===== config.mk =====
export PLATFORM = sky130hd
export DESIGN_NAME = lkc_cell
export DESIGN_NICKNAME = d
export VERILOG_FILES = /design/src/rtl/lkc_pkg.sv /design/src/rtl/lkc_cell.sv
export SDC_FILE = /design/constraint.sdc
export NUM_CORES = 1
export LEC_CHECK = 0
export BUFFER_PORTS_ARGS = -buffer_cell sky130_fd_sc_hd__buf_4
export CORE_AREA = 2 2 230 232
export DETAILED_ROUTE_END_ITERATION = 6
export DIE_AREA = 0 0 232 234
export PLACE_DENSITY = 0.36
export SETUP_SLACK_MARGIN = 0.02
export SLEW_MARGIN = 20
export SYNTH_ARGS = -nofsm -noshare
export SYNTH_HDL_FRONTEND = slang
export SYNTH_SLANG_ARGS = --single-unit

===== constraint.sdc =====
create_clock -name clk -period 7 [get_ports clk]
set_clock_uncertainty 0.2 [all_clocks]
set_input_delay 0.35 -clock clk [delete_from_list [all_inputs] [get_ports clk]]
set_output_delay 0.35 -clock clk [all_outputs]
set_load 0.03 [all_outputs]

===== src/rtl/lkc_pkg.sv =====
// Shared types and constants for the LRU keyed cache.
`default_nettype none
package lkc_pkg;

    localparam int LKC_ENTRIES = 16;
    localparam int CFG_W       = 5;
    localparam int KEY_W       = 64;
    localparam int VAL_W       = 64;
    localparam int KIND_W      = 2;
    localparam logic [CFG_W-1:0] CACHE_SIZE_RST = CFG_W'(16);

    typedef enum logic [KIND_W-1:0] {
        KIND_LOOKUP = 2'd0,
        KIND_INSERT = 2'd1,
        KIND_DELETE = 2'd2,
        KIND_NOP    = 2'd3
    } kind_t;

    typedef struct packed {
        kind_t kind;
        logic  hit;
    } cell_ctrl_t;

endpackage
`default_nettype wire


===== src/rtl/lkc_cell.sv =====
// One recency slot of the cache: holds a key and value, shifts with its neighbors.
`default_nettype none
module lkc_cell
    import lkc_pkg::*;
#(
    parameter int CNT_W = 5,
    parameter int IDX   = 0
)
(
    input  wire logic             clk,
    input  wire cell_ctrl_t       ctrl,
    input  wire logic [CNT_W-1:0] cnt,
    input  wire logic [KEY_W-1:0] key_req,
    input  wire logic [KEY_W-1:0] left_key,
    input  wire logic [VAL_W-1:0] left_val,
    input  wire logic [KEY_W-1:0] right_key,
    input  wire logic [VAL_W-1:0] right_val,
    input  wire logic             seen_in,
    output logic                  seen_out,
    input  wire logic [VAL_W-1:0] hitv_in,
    output logic [VAL_W-1:0]      hitv_out,
    output logic [KEY_W-1:0]      key_q,
    output logic [VAL_W-1:0]      val_q
);

    logic [KEY_W-1:0] key_reg, key_next;
    logic [VAL_W-1:0] val_reg, val_next;
    logic             valid;
    logic             match;

    assign valid    = (CNT_W'(IDX) < cnt);
    assign match    = valid && (key_reg == key_req);
    assign seen_out = seen_in | match;
    assign hitv_out = match ? val_reg : hitv_in;
    assign key_q    = key_reg;
    assign val_q    = val_reg;

    always_comb
    begin
        key_next = key_reg;
        val_next = val_reg;
        case (ctrl.kind)
            KIND_LOOKUP:
            begin
                if (ctrl.hit && !seen_in)
                begin
                    key_next = left_key;
                    val_next = left_val;
                end
            end
            KIND_INSERT:
            begin
                if (!ctrl.hit)
                begin
                    key_next = left_key;
                    val_next = left_val;
                end
            end
            KIND_DELETE:
            begin
                if (ctrl.hit && seen_out)
                begin
                    key_next = right_key;
                    val_next = right_val;
                end
            end
            default:
            begin
                key_next = key_reg;
                val_next = val_reg;
            end
        endcase
    end

    always_ff @(posedge clk)
    begin
        key_reg <= key_next;
        val_reg <= val_next;
    end

endmodule
`default_nettype wire


; Word-level counts from Yosys, hierarchy flattened
; Cells that the tools add are included.
[word_totals]
regBits = 128
latchBits = 0
ramBits = 0
rom_bits = 0
out_inout_bits = 193
elab_cells = 26
n_memories = 0
[classes]
add_sub_neg = 0
n_mul = 0
div = 0
order_cmp = 1
eq_ne = 6
shift = 0
mux = 9
bitwise = 1
n_reduce_logical = 7
[ops]
columns = cell, n
row1 = two-way mux 64 bit, 7
row2 = case mux 64 bit (3 select lines), 2
row3 = == test 64 bit, 1
row4 = != test 2 bit (second input constant), 3
row5 = less-than comparator 1 x 5 -> 1 bit (first input constant), 1
row6 = AND reduction 4 bit, 1
row7 = logical AND 1 bit, 3
row8 = nonzero test 3 bit, 1
row9 = == test 2 x 1 -> 1 bit (second input constant), 1
row10 = == test 2 bit (second input constant), 1
row11 = logical NOT 2 bit, 1
row12 = logical NOT 1 bit, 1
row13 = bitwise OR 1 bit, 1

; Longest topological paths before layout
[logic_depth]
word_depth = 6
depth_mapped = 8

; Worst setup path before layout
; OpenSTA, ideal clock, no wires.
[synth_path]
path_type = register -> register
startpoint = reg key_reg[48], in the netlist key_q[48]
endpoint = reg key_reg[0], in the netlist key_q[0], enable pin
arrival_time_ns = 4.944
path_slack_ns = 1.346
stages_incl_launch_ff = 7
n_path_buf = 0
period_less_slack_ns = 5.654
cell_sequence = edfxtp_1 xor2_1 nor4_1 nand2_1 or4_1 nor4_1 nand2b_1
[synth_via]
elab_chain_cells = 6
[synth_lines]
columns = item, line
row1 = "start, declared", lkc_cell.sv:26  ; logic [KEY_W-1:0] key_reg, key_next;
row2 = "start signal, assigned", lkc_cell.sv:77  ; key_reg <= key_next;
row3 = == test 64 bit, lkc_cell.sv:32  ; assign match = valid && (key_reg == key_req);
row4 = logical AND 1 bit, lkc_cell.sv:32
row5 = bitwise OR 1 bit, lkc_cell.sv:33  ; assign seen_out = seen_in | match;
row6 = logical AND 1 bit, lkc_cell.sv:61  ; if (ctrl.hit && seen_out)
row7 = != test 2 bit (no source line), -
row8 = AND reduction 4 bit (no source line), -
; No other way between the ends.
; A chain may end at the register's enable or synchronous reset.

; Final worst setup path
[layout_path]
startpoint = reg key_reg[10], in the netlist key_q[10]
endpoint = out hitv_out[56]
[layout_via]
elab_chain_cells = 3
[layout_lines]
columns = item, line
row1 = == test 64 bit, lkc_cell.sv:32
row2 = logical AND 1 bit, lkc_cell.sv:32
row3 = two-way mux 64 bit, lkc_cell.sv:34  ; assign hitv_out = match ? val_reg : hitv_in;
row4 = "end, declared", lkc_cell.sv:21  ; output logic [VAL_W-1:0] hitv_out,
; No other way between the ends.

==> impl_metrics.py <==
metrics = {
    "synth": {
        "syn-num-nets": 834,
        "yosysWarningCount": 0,
        "synth_area_um2": 6920,
        "syn_area_per_cell_um2": 15.7,
        "synthCells": 440,
        "ys_seq_area_share_pct": 55.5,
        "async_flop_share_pct": 0,
        "synth-main-ff-cell": "edfxtp_1",
        "synth_edf_count": 128,
        "ys_ff_latch": 128,
        "synth.distinct_cells": 25,
    },
    "grt": {
        "grt_max_degree": 76,
        "antenna_found_initial": 1,
        "grt_usage_pct": 12.6,
        "grt_overflow": 0,
        "grt_pass1_vias": 7570,
        "grt_first_pass_wirelength_mm": 47.9,
    },
    "final_layout": {
        "stdcell_count": 1982,
        "fin_nets": 1678,
        "antenna_cells": 0,
        "synthToLayoutAreaGrowth_pct": 119,
        "drive_gt1_share_pct": 58.7,
    },
    "worst_setup_path": {
        "worstPathRequired_ps": 6450,
        "crit_path_start": "key_q[10]",
        "rrSetupSlack_ps": 3050,
        "endpoint_kind": "output pin",
        "timing.rr.end": "key_q[58]",
        "crit_type": "reg2out",
        "crit_path_end": "hitv_out[56]",
        "crit_arrival_ps": 3690,
        "start_kind": "flip-flop",
        "r2r_start": "key_q[48]",
        "crit_fanout": 65,
        "reg2reg_depth": 7,
    },
    "die": {
        "die-width_um": 232,
        "start_util_pct": 13.3,
        "core_region_area_um2": 52000,
        "ios": 587,
        "die_y_um": 234,
        "row_count": 84,
        "dieArea_um2": 54300,
    },
    "routing": {
        "post_drt_via_cell_ratio": 3.57,
        "vias": 7071,
        "firstDrtPassIters": 4,
        "totalWireLength_mm": 34.9,
        "drc_errors": 0,
        "drtIter0Drc": 141,
        "wire_per_inst_um": 17.6,
        "ant_nets": 0,
    },
    "power_and_ir_drop": {
        "vdd_drop_max_mv": 0.152,
        "power.density_nw_per_um2": 176,
        "finalPower_mw": 2.67,
        "p_leak_nw": 6.30,
    },
    "clock_tree": {
        "cts_num_sinks": 128,
        "ctsRootBufferMaster": "clkbuf_16",
        "cts_tree": "yes",
        "clk_path_buf_depth": 2,
        "clock_latency_ps": 470,
        "cts_resized": 0,
        "htreeDepth": 4,
        "clk_pin_slew_ps": 60,
        "numCtsBuffers": 17,
    },
    "sta": {
        "setup_ws_ps": 2760,
        "max_slew.worst_pin.slew_ps": 993,
        "period_share_pct": 60.6,
        "fmax_ghz": 0.236,
        "hold_viol_final": 0,
        "rsz0062_at_grt": "no",
        "tns_ps": 0,
        "slew_viol_final": 0,
        "slew_headroom_pct": 33.8,
        "fin_crit_ps": 4240,
        "finalSetupViolations": 0,
        "holdWs_ps": 513,
    },
    "placement": {
        "portBuffers": 586,
        "dp_hpwl_mm": 27.4,
        "gp_congestion": 0.744,
        "post-place-ws_ps": 2720,
        "dp.cells": 1697,
    },
    "outcome": {
        "status": "complete, no violations",
    },
    "job": {
        "drv_cap": 0,
    },
    "hold_path": {
        "hold_path.class": "in2reg",
    },
}
-- per-stage QoR --
| stage | instance area, um2 | utilization (%) |
|---|---|---|
| 2_1_floorplan | 6920 | - |
| 3_3_place_gp | 12100 | 23.3 |
| 3_5_place_dp | 12100 | 23.3 |
| 4_1_cts | 15200 | 29.2 |
| 5_1_grt | 15200 | 29.2 |
| 6_report | 15200 | 29.2 |
-- flip-flops by register name, summed over array words and instances, names as in the netlist --
| register | cells |
|---|---|
| key_q | 64 |
| val_q | 64 |
-- worst max-delay path: stages (launching register included) --
cell and delay, ps:
edfxtp_1 400, xnor2_1 350, nand4_1 130, nor4_1 360
nand3_1 260, nor4b_4 320, buf_4 660, mux2_1 400
buf_4 180
-- repair_timing --
item,in CTS,in global routing
setup buffers,0,0
endpoints found under the hold margin,128,0
hold buffers,256,0
-- placed cells by master (no fill, tap or decap) --
cell type      Yosys  final
buf_12             0      1
nor3b_1            1      1
nand2b_1           2      1
mux2_2           143    143
nand2b_4           0      1
nor2_1             1      1
xnor2_1           48     48
o211ai_1           1      1
nand2_1            3      3
clkbuf_1          12      3
clkinvlp_4         0      2
mux2_1            49     49
nor4_1             7      7
or2_2              1      1
nor3_1             2      2
nor2b_4            0      1
nor4b_4            0      1
edfxtp_1         128    128
or4_1              2      2
nand4_1           11     11
buf_4              1    589
nand3_1            1      1
xor2_1            16     16
bufinv_16          0      1
clkinv_1           0      3
a311oi_1           1      1
dlygate4sd3_1      0    256
clkinv_2           0      3
clkbuf_16          0     17
-- cell type report --
class / instances / area [um2]
Clock buffer: 20 / 437
Fill cell: 5471 / 36800
Sequential cell: 128 / 3840
Tap cell: 688 / 861
Clock inverter: 9 / 71.3
Multi-Input combinational cell: 291 / 2970
Timing Repair Buffer: 846 / 7000
-- cells in the mapped netlist, types with 2 or more instances --
cell type | number | share of area (%)
mux2_2 | 143 | 23
mux2_1 | 49 | 8.0
or4_1 | 2 | 0.22
buf_8 | 4 | 0.87
edfxtp_1 | 128 | 56
xnor2_1 | 48 | 6.1
nand2_1 | 3 | 0.16
nand4_1 | 11 | 0.99
buf_1 | 2 | 0.11
clkbuf_1 | 12 | 0.65
nand2b_1 | 2 | 0.18
nor4_1 | 7 | 0.63
nor3_1 | 2 | 0.14
xor2_1 | 16 | 2.0
-- metal layers --
metal	up-vias	track usage [%]	part of all wire, %	wire length, um
met5	-	0	0.046	16
met4	2	3.95	1.6	548
li1	3376	-	-	-
met2	366	23.6	54	18700
met1	3301	12.0	34	12000
met3	26	5.98	10	3610
-- report_power, final --
part	internal, mW	switching, mW
registers	0.940	0.0556
logic	0.462	0.386
clock network	0.474	0.354
-- worst min-delay path by stage --
stage	slack (ps)	to	start	cells after the start
5_1_grt	480	key_q[49]	right_key[49]	3
2_1_floorplan	370	key_q[61]	left_key[61]	1
3_3_place_gp	450	val_q[6]	left_val[6]	2
3_5_place_dp	460	val_q[43]	left_val[43]	2
6_report	510	key_q[1]	right_key[1]	3
4_1_cts	440	val_q[59]	right_val[59]	3
-- cell families after synthesis --
logic type	after synthesis	share of synthesized area (%)
flops	128	55.5
mux	192	31.2
simple gates	33	2.96
compound gates	2	0.235
xor+xnor	64	8.10
buf+inv	21	1.97
(Power assumes the default switching activity.)
